--- src/design/dre_pkg.sv ---
`default_nettype none
package dre_pkg;

   localparam logic CMD_WRITE = 1'b0;
   localparam logic CMD_ELECT = 1'b1;

   localparam int CSR_INDEX_W = 2;
   localparam logic [CSR_INDEX_W-1:0] CSR_OWN_ADDRESS          = 2'd0;
   localparam logic [CSR_INDEX_W-1:0] CSR_OWN_PRIORITY         = 2'd1;
   localparam logic [CSR_INDEX_W-1:0] CSR_OWN_PRIORITY_PRESENT = 2'd2;

   typedef struct packed {
      logic        cmd;
      logic [3:0]  slot;
      logic        entry_valid;
      logic [31:0] entry_address;
      logic        entry_priority_present;
      logic [31:0] entry_priority;
      logic        exclude_enable;
      logic [31:0] exclude_address;
   } req_type;

   typedef struct packed {
      logic [31:0] dr_address;
      logic        i_am_dr;
      logic        may_become_dr;
   } rsp_type;

   typedef struct packed {
      logic [31:0] address;
      logic [31:0] prio;
   } entry_type;

   typedef struct packed {
      logic accept;
      logic issue;
      logic finish;
   } dp_cmd_type;

   typedef struct packed {
      logic scan_last;
   } dp_status_type;

endpackage
`default_nettype wire

--- src/design/dre_ctrl.sv ---
`default_nettype none
module dre_ctrl (
   input  wire                    clock,
   input  wire                    reset,
   input  wire                    req_valid,
   input  wire                    req_cmd,
   output logic                   req_stall,
   output logic                   rsp_valid,
   input  wire                    rsp_stall,
   output dre_pkg::dp_cmd_type    dp_cmd,
   input  dre_pkg::dp_status_type dp_status
);
   import dre_pkg::*;

   typedef enum logic [3:0] {
      ST_IDLE   = 4'b0001,
      ST_SCAN   = 4'b0010,
      ST_DRAIN  = 4'b0100,
      ST_FINISH = 4'b1000
   } state_type;

   state_type state_ff, state_in;
   logic      rsp_valid_ff, rsp_valid_in;
   logic      accept;
   logic      rsp_free;

   assign accept    = req_valid && (state_ff == ST_IDLE);
   assign rsp_free  = !rsp_valid_ff || !rsp_stall;
   assign req_stall = (state_ff != ST_IDLE);
   assign rsp_valid = rsp_valid_ff;

   always_comb begin
      state_in      = state_ff;
      dp_cmd.accept = 1'b0;
      dp_cmd.issue  = 1'b0;
      dp_cmd.finish = 1'b0;
      unique case (state_ff)
         ST_IDLE: begin
            if (accept) begin
               dp_cmd.accept = 1'b1;
               state_in = (req_cmd == CMD_ELECT) ? ST_SCAN : ST_FINISH;
            end
         end
         ST_SCAN: begin
            dp_cmd.issue = 1'b1;
            if (dp_status.scan_last) begin
               state_in = ST_DRAIN;
            end
         end
         ST_DRAIN: begin
            state_in = ST_FINISH;
         end
         ST_FINISH: begin
            if (rsp_free) begin
               dp_cmd.finish = 1'b1;
               state_in = ST_IDLE;
            end
         end
         default: begin
            state_in = ST_IDLE;
         end
      endcase
   end

   assign rsp_valid_in = dp_cmd.finish ? 1'b1 : (rsp_valid_ff && rsp_stall);

   always_ff @(posedge clock) begin
      if (reset) begin
         state_ff     <= ST_IDLE;
         rsp_valid_ff <= 1'b0;
      end else begin
         state_ff     <= state_in;
         rsp_valid_ff <= rsp_valid_in;
      end
   end

   a_rsp_from_finish: assert property (@(posedge clock) disable iff (reset)
      $rose(rsp_valid_ff) |-> $past(state_ff == ST_FINISH))
      else $error("result raised outside finish");

   a_drain_after_scan: assert property (@(posedge clock) disable iff (reset)
      (state_ff == ST_DRAIN) |-> $past(state_ff == ST_SCAN))
      else $error("drain not preceded by scan");

   a_write_skips_scan: assert property (@(posedge clock) disable iff (reset)
      (accept && req_cmd == CMD_WRITE) |=> (state_ff == ST_FINISH))
      else $error("write item entered scan");

endmodule
`default_nettype wire

--- src/design/dre_datapath.sv ---
`default_nettype none
module dre_datapath #(
   parameter int NEIGHBOR_SLOTS = 16
) (
   input  wire                                   clock,
   input  wire                                   reset,
   input  wire                                   csr_write_enable,
   input  wire  [dre_pkg::CSR_INDEX_W-1:0]       csr_index,
   input  wire  [31:0]                           csr_write_data,
   input  dre_pkg::req_type                      req_data,
   input  dre_pkg::dp_cmd_type                   dp_cmd,
   output dre_pkg::dp_status_type                dp_status,
   output dre_pkg::rsp_type                      rsp_data
);
   import dre_pkg::*;

   localparam int IDX_W   = (NEIGHBOR_SLOTS > 1) ? $clog2(NEIGHBOR_SLOTS) : 1;
   localparam int CNT_W   = $clog2(NEIGHBOR_SLOTS + 1);
   localparam int SLOT_XW = (IDX_W > 4) ? IDX_W : 4;
   localparam logic [IDX_W-1:0] LAST_IDX = IDX_W'(NEIGHBOR_SLOTS - 1);

   // configuration
   logic [31:0] own_address_ff;
   logic [31:0] own_priority_ff;
   logic        own_present_ff;

   // neighbor table
   logic                slot_valid_ff  [NEIGHBOR_SLOTS];
   logic                slot_noprio_ff [NEIGHBOR_SLOTS];
   entry_type           slot_mem_ff    [NEIGHBOR_SLOTS];
   logic [CNT_W-1:0]    nopri_cnt_ff, nopri_cnt_in;

   // election
   req_type             req_ff;
   logic                use_prio_ff;
   logic [IDX_W-1:0]    cnt_ff;
   logic                rd_pend_ff;
   logic                rd_valid_ff;
   entry_type           rd_entry_ff;
   logic [31:0]         best_addr_ff, best_addr_in;
   logic [31:0]         best_prio_ff, best_prio_in;
   logic [31:0]         elected_ff, elected_in;
   logic                am_dr_ff, am_dr_in;
   rsp_type             rsp_ff, rsp_in;

   logic [SLOT_XW-1:0]  slot_ext;
   logic [IDX_W-1:0]    wr_idx;
   logic                wr_en;
   logic                old_bad, new_bad;
   logic                best_wins, skip, take;
   logic                commit, query;

   assign slot_ext = SLOT_XW'(req_data.slot);
   assign wr_idx   = slot_ext[IDX_W-1:0];
   assign wr_en    = dp_cmd.accept && (req_data.cmd == CMD_WRITE)
                     && (9'(req_data.slot) < 9'(NEIGHBOR_SLOTS));
   assign old_bad  = slot_valid_ff[wr_idx] && slot_noprio_ff[wr_idx];
   assign new_bad  = req_data.entry_valid && !req_data.entry_priority_present;

   always_comb begin
      nopri_cnt_in = nopri_cnt_ff;
      if (wr_en) begin
         nopri_cnt_in = nopri_cnt_ff + CNT_W'(new_bad) - CNT_W'(old_bad);
      end
   end

   always_ff @(posedge clock) begin
      if (reset) begin
         own_address_ff  <= '0;
         own_priority_ff <= 32'd1;
         own_present_ff  <= 1'b1;
      end else if (csr_write_enable) begin
         unique case (csr_index)
            CSR_OWN_ADDRESS:          own_address_ff  <= csr_write_data;
            CSR_OWN_PRIORITY:         own_priority_ff <= csr_write_data;
            CSR_OWN_PRIORITY_PRESENT: own_present_ff  <= csr_write_data[0];
            default: begin
            end
         endcase
      end
   end

   always_ff @(posedge clock) begin
      if (reset) begin
         for (int k = 0; k < NEIGHBOR_SLOTS; k++) begin
            slot_valid_ff[k] <= 1'b0;
         end
         nopri_cnt_ff <= '0;
      end else begin
         if (wr_en) begin
            slot_valid_ff[wr_idx] <= req_data.entry_valid;
         end
         nopri_cnt_ff <= nopri_cnt_in;
      end
   end

   always_ff @(posedge clock) begin
      if (wr_en && req_data.entry_valid) begin
         slot_noprio_ff[wr_idx] <= !req_data.entry_priority_present;
      end
   end

   always_ff @(posedge clock) begin
      if (wr_en && req_data.entry_valid) begin
         slot_mem_ff[wr_idx] <= '{address: req_data.entry_address,
                                  prio:    req_data.entry_priority};
      end
      rd_entry_ff <= slot_mem_ff[cnt_ff];
      rd_valid_ff <= slot_valid_ff[cnt_ff];
   end

   assign best_wins = (use_prio_ff && (best_prio_ff != rd_entry_ff.prio))
                      ? (best_prio_ff > rd_entry_ff.prio)
                      : (best_addr_ff > rd_entry_ff.address);
   assign skip = req_ff.exclude_enable && (rd_entry_ff.address == req_ff.exclude_address);
   assign take = rd_pend_ff && rd_valid_ff && !skip && !best_wins;

   always_comb begin
      best_addr_in = best_addr_ff;
      best_prio_in = best_prio_ff;
      if (dp_cmd.accept) begin
         best_addr_in = own_address_ff;
         best_prio_in = own_priority_ff;
      end else if (take) begin
         best_addr_in = rd_entry_ff.address;
         best_prio_in = rd_entry_ff.prio;
      end
   end

   assign commit = (req_ff.cmd == CMD_ELECT) && !req_ff.exclude_enable;
   assign query  = (req_ff.cmd == CMD_ELECT) && req_ff.exclude_enable;

   always_comb begin
      elected_in = elected_ff;
      am_dr_in   = am_dr_ff;
      if (dp_cmd.finish && commit) begin
         elected_in = best_addr_ff;
         am_dr_in   = (best_addr_ff == own_address_ff);
      end
      rsp_in.dr_address    = elected_in;
      rsp_in.i_am_dr       = am_dr_in;
      rsp_in.may_become_dr = query && (best_addr_ff == own_address_ff);
   end

   always_ff @(posedge clock) begin
      if (reset) begin
         cnt_ff     <= '0;
         rd_pend_ff <= 1'b0;
         elected_ff <= '0;
         am_dr_ff   <= 1'b0;
      end else begin
         if (dp_cmd.accept) begin
            cnt_ff <= '0;
         end else if (dp_cmd.issue) begin
            cnt_ff <= cnt_ff + IDX_W'(1);
         end
         rd_pend_ff <= dp_cmd.issue;
         elected_ff <= elected_in;
         am_dr_ff   <= am_dr_in;
      end
   end

   always_ff @(posedge clock) begin
      if (dp_cmd.accept) begin
         req_ff      <= req_data;
         use_prio_ff <= own_present_ff && (nopri_cnt_ff == '0);
      end
      best_addr_ff <= best_addr_in;
      best_prio_ff <= best_prio_in;
      if (dp_cmd.finish) begin
         rsp_ff <= rsp_in;
      end
   end

   assign dp_status.scan_last = (cnt_ff == LAST_IDX);
   assign rsp_data            = rsp_ff;

   a_nopri_bound: assert property (@(posedge clock) disable iff (reset)
      nopri_cnt_ff <= CNT_W'(NEIGHBOR_SLOTS))
      else $error("missing-priority count out of range");

endmodule
`default_nettype wire

--- src/design/designated_router_election.sv ---
`default_nettype none
// Channel   Ports                                         Direction
// request   req_valid, req_stall, req_data                in  (req_stall out)
// response  rsp_valid, rsp_stall, rsp_data                out (rsp_stall in)
// config    csr_write_enable, csr_index, csr_write_data   in
//
// Write item: accept, then finish. Elect item: accept, a scan of every slot in turn,
// a drain of the registered read, then finish; the scan pace is set by the
// single read port of the slot memory (one entry a cycle).
// One item at a time; the next is accepted once a result sits in the output register.
// A stalled result holds in that register; only the finish of the next item waits on it.
// Synchronous reset clears valid bits and stored DR and loads default config; no clearing pass.
module designated_router_election #(
   parameter int NEIGHBOR_SLOTS = 16
) (
   input  wire                              clock,
   input  wire                              reset,
   input  wire                              csr_write_enable,
   input  wire  [dre_pkg::CSR_INDEX_W-1:0]  csr_index,
   input  wire  [31:0]                      csr_write_data,
   input  wire                              req_valid,
   output logic                             req_stall,
   input  dre_pkg::req_type                 req_data,
   output logic                             rsp_valid,
   input  wire                              rsp_stall,
   output dre_pkg::rsp_type                 rsp_data
);
   import dre_pkg::*;

   dp_cmd_type    dp_cmd;
   dp_status_type dp_status;

   dre_ctrl u_ctrl (
      .clock     (clock),
      .reset     (reset),
      .req_valid (req_valid),
      .req_cmd   (req_data.cmd),
      .req_stall (req_stall),
      .rsp_valid (rsp_valid),
      .rsp_stall (rsp_stall),
      .dp_cmd    (dp_cmd),
      .dp_status (dp_status)
   );

   dre_datapath #(
      .NEIGHBOR_SLOTS (NEIGHBOR_SLOTS)
   ) u_datapath (
      .clock            (clock),
      .reset            (reset),
      .csr_write_enable (csr_write_enable),
      .csr_index        (csr_index),
      .csr_write_data   (csr_write_data),
      .req_data         (req_data),
      .dp_cmd           (dp_cmd),
      .dp_status        (dp_status),
      .rsp_data         (rsp_data)
   );

endmodule
`default_nettype wire
--- config.mk ---
export PLATFORM = sky130hd
export DESIGN_NAME = designated_router_election
export DESIGN_NICKNAME = d
export VERILOG_FILES = /design/src/design/dre_pkg.sv /design/src/design/dre_ctrl.sv /design/src/design/dre_datapath.sv /design/src/design/designated_router_election.sv
export SDC_FILE = /design/constraint.sdc
export NUM_CORES = 2
export LEC_CHECK = 0
export BUFFER_PORTS_ARGS = -buffer_cell sky130_fd_sc_hd__clkbuf_2
export CAP_MARGIN = 20
export CORE_MARGIN = 4
export CORE_UTILIZATION = 40
export DETAILED_ROUTE_END_ITERATION = 10
export HOLD_SLACK_MARGIN = 0.12
export PLACE_DENSITY = 0.62
export SLEW_MARGIN = 20
export SYNTH_ARGS = -nofsm -noshare
export SYNTH_HDL_FRONTEND = slang
export SYNTH_SLANG_ARGS = --single-unit
export TNS_END_PERCENT = 10
--- constraint.sdc ---
create_clock -name clock -period 13.9 [get_ports clock]
set_clock_uncertainty 0.05 [all_clocks]
set_input_delay 2.78 -clock clock [delete_from_list [all_inputs] [get_ports clock]]
set_output_delay 2.78 -clock clock [all_outputs]
set_load 0.01 [all_outputs]
---- Word level (Yosys, flattened, before mapping) ----
Memory sizes are Yosys's and may differ from the RTL's. A register that Yosys moved wholly into a read port is not among the register bits.
Index checks and enable logic that the tools add are counted.
word-level totals
  word-level logic and storage cells ...... 102
  bits in read-only memories .............. 0
  bits in writable memories ............... 1056
  input bits .............................. 143
  flip-flop bits (word level) ............. 246
  memories kept ........................... 3
  output and inout port bits .............. 36
  latch bits .............................. 0
operators by class
  div/mod/pow operators ................... 0
  multiply operators ...................... 0
  shift-type cells ........................ 0
  eq/ne operators ......................... 14
  add/subtract/negate cells ............... 3
  reductions and logical operators ........ 32
  magnitude comparators ................... 2
  muxes and demuxes ....................... 28
  bitwise gates (word level) .............. 1
memories
  memory                     depth  width  read ports  clocked after Yosys merged registers in  write ports  RTL line            text
  u_datapath.slot_mem_ff     16     64     1           1                                        1            dre_datapath.sv:30  entry_type slot_mem_ff [NEIGHBOR_SLOTS];
  u_datapath.slot_noprio_ff  16     1      1           0                                        1            dre_datapath.sv:29  logic slot_noprio_ff [NEIGHBOR_SLOTS];
  u_datapath.slot_valid_ff   16     1      2           1                                        16           dre_datapath.sv:28  logic slot_valid_ff [NEIGHBOR_SLOTS];
operators by type and width
  operator                                                                 count
  32-bit two-way mux                                                       5
  32-bit == test                                                           2
  32-bit greater-than comparator                                           2
  32-bit inequality test                                                   1
  4-bit two-way mux                                                        5
  1-bit two-way mux                                                        17
  1-bit logical AND                                                        16
  4-bit one-hot mux with 4 select lines                                    1
  4-bit == test, second input constant                                     2
  1-bit zero test                                                          6
  2-bit AND reduction                                                      3
  5-bit by 1-bit adder with 5-bit output                                   1
  5-bit zero test                                                          1
  5-bit by 1-bit subtractor with 5-bit output                              1
  4-bit by 1-bit adder with 4-bit output, second input constant            1
  4-bit by 1-bit == test with 1-bit output, second input constant          1
  4-bit by 2-bit == test with 1-bit output, second input constant          1
  4-bit by 3-bit == test with 1-bit output, second input constant          1
  2-bit by 1-bit inequality test with 1-bit output, second input constant  2
  4-bit by 1-bit inequality test with 1-bit output, second input constant  1
  3-bit AND reduction                                                      1
  2-bit by 1-bit == test with 1-bit output, second input constant          1
  2-bit == test, second input constant                                     1
  2-bit zero test                                                          1
  other kinds (6)                                                          6

---- Depth between registers and ports, before layout ----
  word-level depth ........................ 10
  gate-level depth with buffers ........... 17
  mapped depth without buffers ............ 17

---- Cells and area by module ----
From an unflattened synthesis, not the netlist that was laid out.
unflattened totals
  cell total of the unflattened synthesis .. 2708
  area, all modules ....................... 52954.5 µm²
modules (own cells, without submodules)
  module        sequential area each (µm²)  cells an instance  area an instance (µm²)  times used
  dre_datapath  39167.6                     2676               52674.3                 1
  dre_ctrl      100.1                       32                 280.3                   1

---- Worst setup path before layout ----
No wires, ideal clock.
  path type ............................... input port to flip-flop
  start ................................... input port req_valid
  end ..................................... memory u_datapath.slot_mem_ff[0][0] (netlist bit), enable pin
  setup time .............................. 0.488 ns
  cell stages on the path ................. 6
  required time ........................... 13.362 ns
  buffers on the path ..................... 1
  arrival ................................. 6.358 ns
  setup slack ............................. 7.003 ns
  path through ............................ nand2_1 inv_2 nand2b_2 or3_1 buf_2 nor2_1
on the way
  cells in the longest elaborated chain, start to end .. 7
ends and longest elaborated chain
  item                                     RTL line                          text
  from (decl)                              designated_router_election.sv:21  input wire req_valid,
  1-bit logical AND                        dre_ctrl.sv:27                    assign accept = req_valid && (state_ff == ST_IDLE);
  1-bit two-way mux                        dre_ctrl.sv:39                    if (accept) begin
  1-bit two-way mux                        dre_ctrl.sv:37                    unique case (state_ff)
  1-bit logical AND                        dre_datapath.sv:55                assign wr_en = dp_cmd.accept && (req_data.cmd == CMD_WRITE)
  1-bit logical AND                        dre_datapath.sv:104               if (wr_en && req_data.entry_valid) begin
  1-bit two-way mux                        dre_datapath.sv:104
  1-bit two-way mux (not written as such)  dre_datapath.sv:105               slot_mem_ff[wr_idx] <= '{address: req_data.entry_address,
  to (decl)                                dre_datapath.sv:30
Every way passes these cells.

---- Worst setup path in the final report ----
  start ................................... input port req_valid
  end ..................................... memory u_datapath.slot_mem_ff[0][32] (netlist bit), enable pin
Same word-level chain as after synthesis.

==> impl_metrics.py <==
metrics = {
    "run_status": {
        "status": "finished clean",
    },
    "sta": {
        "finalHoldViolCount": 0,
        "fin_crit_ps": 5852,
        "maxSlewHeadroom_pct": 28.27,
        "tns_ps": 0,
        "setup_violations": 0,
        "rsz0062_at_grt": "false",
        "worstMarginPinSlew_ps": 1073,
        "fmax_ghz": 0.1709,
        "period_share_pct": 42.10,
        "drv_slew": 0,
        "holdWs_ps": 412.4,
    },
    "place": {
        "post-dp-hpwl_um": 78150,
        "placement.io_buffers": 178,
        "gp_congestion": 0.8418,
        "numPlacedInstances": 4550,
    },
    "synth": {
        "synth_cells": 2716,
        "syn_area_um2": 52590,
        "synth_edf_count": 1189,
        "ys_types": 58,
        "synth-seq-cells": 1367,
        "synth_top_area_cell": "edfxtp_1",
        "synth_nets": 2931,
        "synth_seq_area_share_pct": 74.67,
        "yosysMostFrequentCell": "edfxtp_1",
        "synth.area.top_cells": "edfxtp_1 (68%), mux4_2 (14%), dfxtp_1 (6.8%), ha_1 (1.7%), nand2_1 (1.7%)",
        "ys.flop_type": "edfxtp_1",
        "netlist_top_cells_count": "edfxtp_1 (1189), mux4_2 (325), nand2_1 (236)",
        "async_flop_share_pct": 0,
        "avgSynthCellArea_um2": 19.36,
        "ys.warnings.count": 0,
        "synth_top_area_share_pct": 67.89,
    },
    "floorplan": {
        "die-area_um2": 137300,
        "ioPinCount": 179,
        "initial_core_util_pct": 40.46,
        "die_h_um": 370.6,
        "fp-row-count": 132,
        "coreArea_um2": 130000,
        "die_x_um": 370.6,
    },
    "cells_and_area": {
        "postLayoutCoreUtil_pct": 46.31,
        "drive_gt1_share_pct": 26.29,
        "fin_nets": 3165,
        "area_delta_synth_final_pct": 14.46,
        "fin_cells": 4815,
    },
    "pwr": {
        "peakVddDrop_v": 0.0001053,
        "p_leak_nw": 19.41,
        "power_mw": 8.588,
        "p_per_area_nw_per_um2": 142.7,
    },
    "worst_setup_path": {
        "worst-path-buf-inv": 3,
        "arrival_ps": 6150,
        "worstSetupPathType": "input pin to register",
        "crit_family": "simple AND/OR/NAND/NOR gates",
        "crit_fanout": 74,
        "cp.depth": 7,
        "cpMaxStageDelayCell": "nor2_4",
        "cp-end-kind": "register",
        "reg2regPathDepth": 7,
        "start_kind": "input pin",
        "worstPathCellList": "clkbuf_2, nand2_1, inv_6, nand2b_2, or3_1, nor2_4, buf_4",
        "crit_required_ps": 14200,
        "reg2reg_to": "u_datapath.slot_mem_ff[0][32]",
        "reg2reg_from": "u_ctrl.state_ff[0]",
        "crit_start": "req_valid",
        "crit_end": "u_datapath.slot_mem_ff[0][32]",
        "rrSetupSlack_ps": 9300,
        "max_stage_delay_ps": 940,
    },
    "routing": {
        "routed_via_density": 5.488,
        "drc": 0,
        "ant_nets": 0,
        "drt_iter0_markers": 2448,
        "totalWireLength_um": 125400,
        "wl_per_cell_um": 26.05,
        "vias": 26430,
        "drt-pass1-iter-count": 6,
    },
    "global_routing": {
        "first_global_vias": 27050,
        "grt_pass1_wl_um": 183400,
        "antenna_found_initial": 17,
        "grt_max_degree": 149,
        "overflow": 0,
        "track_usage_pct": 18.29,
    },
    "clock_tree": {
        "cts_tree": "built",
        "clk_latency_ps": 740,
        "clock_path_buffers": 3,
        "clk_pin_slew_ps": 60,
        "hold_buffers": 0,
        "postCtsResizedCells": 0,
        "cts_buffers": 140,
        "h-tree-depth": 4,
        "cts_root_buffer": "clkbuf_16",
        "post_cts_buffers": 0,
        "numClockSinks": 1367,
    },
    "job": {
        "drv_cap": 0,
    },
    "hold_path": {
        "hold_class": "register to register",
    },
}
[registers in the layout, indices dropped and copies added (netlist names), 5 cells and up]
name                        count
u_datapath.best_addr_ff        32
u_datapath.best_prio_ff        32
u_datapath.elected_ff          32
u_datapath.nopri_cnt_ff         5
u_datapath.own_address_ff      32
u_datapath.own_priority_ff     32
u_datapath.rd_entry_ff         64
u_datapath.req_ff              34
u_datapath.rsp_data            34
u_datapath.slot_mem_ff       1024
u_datapath.slot_noprio_ff      16
u_datapath.slot_valid_ff       16
[worst min-delay path: stages (launching register included)]
cell	delay [ps]
dfxtp_1	310
nand2_1	50
a21oi_1	50
[routing by layer]
layer | wire length, um | share of wire, % | global-route usage, % | up-vias
met5 | 41 | 0.033 | 0 | -
met4 | 2508 | 2.0 | 4.623 | 6
met3 | 9527 | 7.6 | 3.962 | 186
met2 | 59910 | 48 | 29.28 | 960
met1 | 53440 | 43 | 25.67 | 13970
li1 | - | - | - | 11310
[report_power, final]
group / total [mW] / switching, mW / internal [mW]
combinational: 0.330 / 0.217 / 0.113
sequential: 4.59 / 0.0521 / 4.54
clock: 3.67 / 1.54 / 2.13
[through the flow]
stage	area [um2]	setup WS, ps
2_1_floorplan	52590	7003
4_1_cts	60170	8107
6_report	60190	8048
3_3_place_gp	55600	7369
5_1_grt	60180	7907
3_5_place_dp	55630	7285
[worst min-delay path by stage]
stage	startpoint	end	slack (ps)	cells after the start
2_1_floorplan	u_datapath.own_present_ff	u_datapath.own_present_ff	390	2
3_3_place_gp	u_datapath.own_priority_ff[1]	u_datapath.own_priority_ff[1]	400	2
3_5_place_dp	u_datapath.own_priority_ff[11]	u_datapath.own_priority_ff[11]	400	2
4_1_cts	u_datapath.own_priority_ff[11]	u_datapath.own_priority_ff[11]	410	2
5_1_grt	u_datapath.own_priority_ff[11]	u_datapath.own_priority_ff[11]	430	2
6_report	u_datapath.own_priority_ff[24]	u_datapath.own_priority_ff[24]	410	2
[layout make-up]
class,count,area (um2)
diodes,7,17.52
clock buffers,206,4049
clock inverters,52,499.2
fillers,10820,69790
inverters,78,297.8
multi-input cells,1143,12620
flip-flops and latches,1367,39280
well taps,1742,2180
repair buffers,220,1242
[cell families after synthesis]
family | count (synthesis) | synth area share [%]
flip-flops | 1367 | 74.67
AO/OA/AOI/OAI | 224 | 2.360
AND/OR/NAND/NOR | 417 | 3.616
adder cells (fa/ha/maj) | 72 | 1.727
XOR/XNOR | 69 | 1.149
buffers and inverters | 206 | 1.582
multiplexers | 361 | 14.90
[cells in the final DEF (no fill, tap or decap), types with 6 or more instances in the layout]
| cell | synthesis | final |
|---|---|---|
| a211oi_1 | 7 | 7 |
| a21oi_1 | 102 | 102 |
| and2_1 | 33 | 33 |
| buf_4 | 0 | 38 |
| clkbuf_1 | 83 | 43 |
| clkbuf_16 | 0 | 146 |
| clkbuf_2 | 0 | 178 |
| clkbuf_8 | 0 | 17 |
| clkinv_1 | 0 | 13 |
| clkinv_2 | 0 | 21 |
| dfxtp_1 | 178 | 174 |
| diode_2 | 0 | 7 |
| edfxtp_1 | 1189 | 1189 |
| ha_1 | 71 | 71 |
| inv_1 | 77 | 77 |
| mux2_4 | 30 | 30 |
| mux4_2 | 325 | 325 |
| nand2_1 | 236 | 236 |
| nand2b_1 | 8 | 8 |
| nand3_1 | 14 | 14 |
| nand4_1 | 22 | 22 |
| nor2_1 | 54 | 38 |
| nor2_4 | 0 | 16 |
| nor2b_1 | 6 | 6 |
| nor3_1 | 8 | 8 |
| nor4_1 | 17 | 17 |
| o21ai_0 | 79 | 79 |
| xnor2_1 | 22 | 22 |
| xor2_1 | 47 | 47 |
No activity file was read; power rests on OpenSTA's default activity.
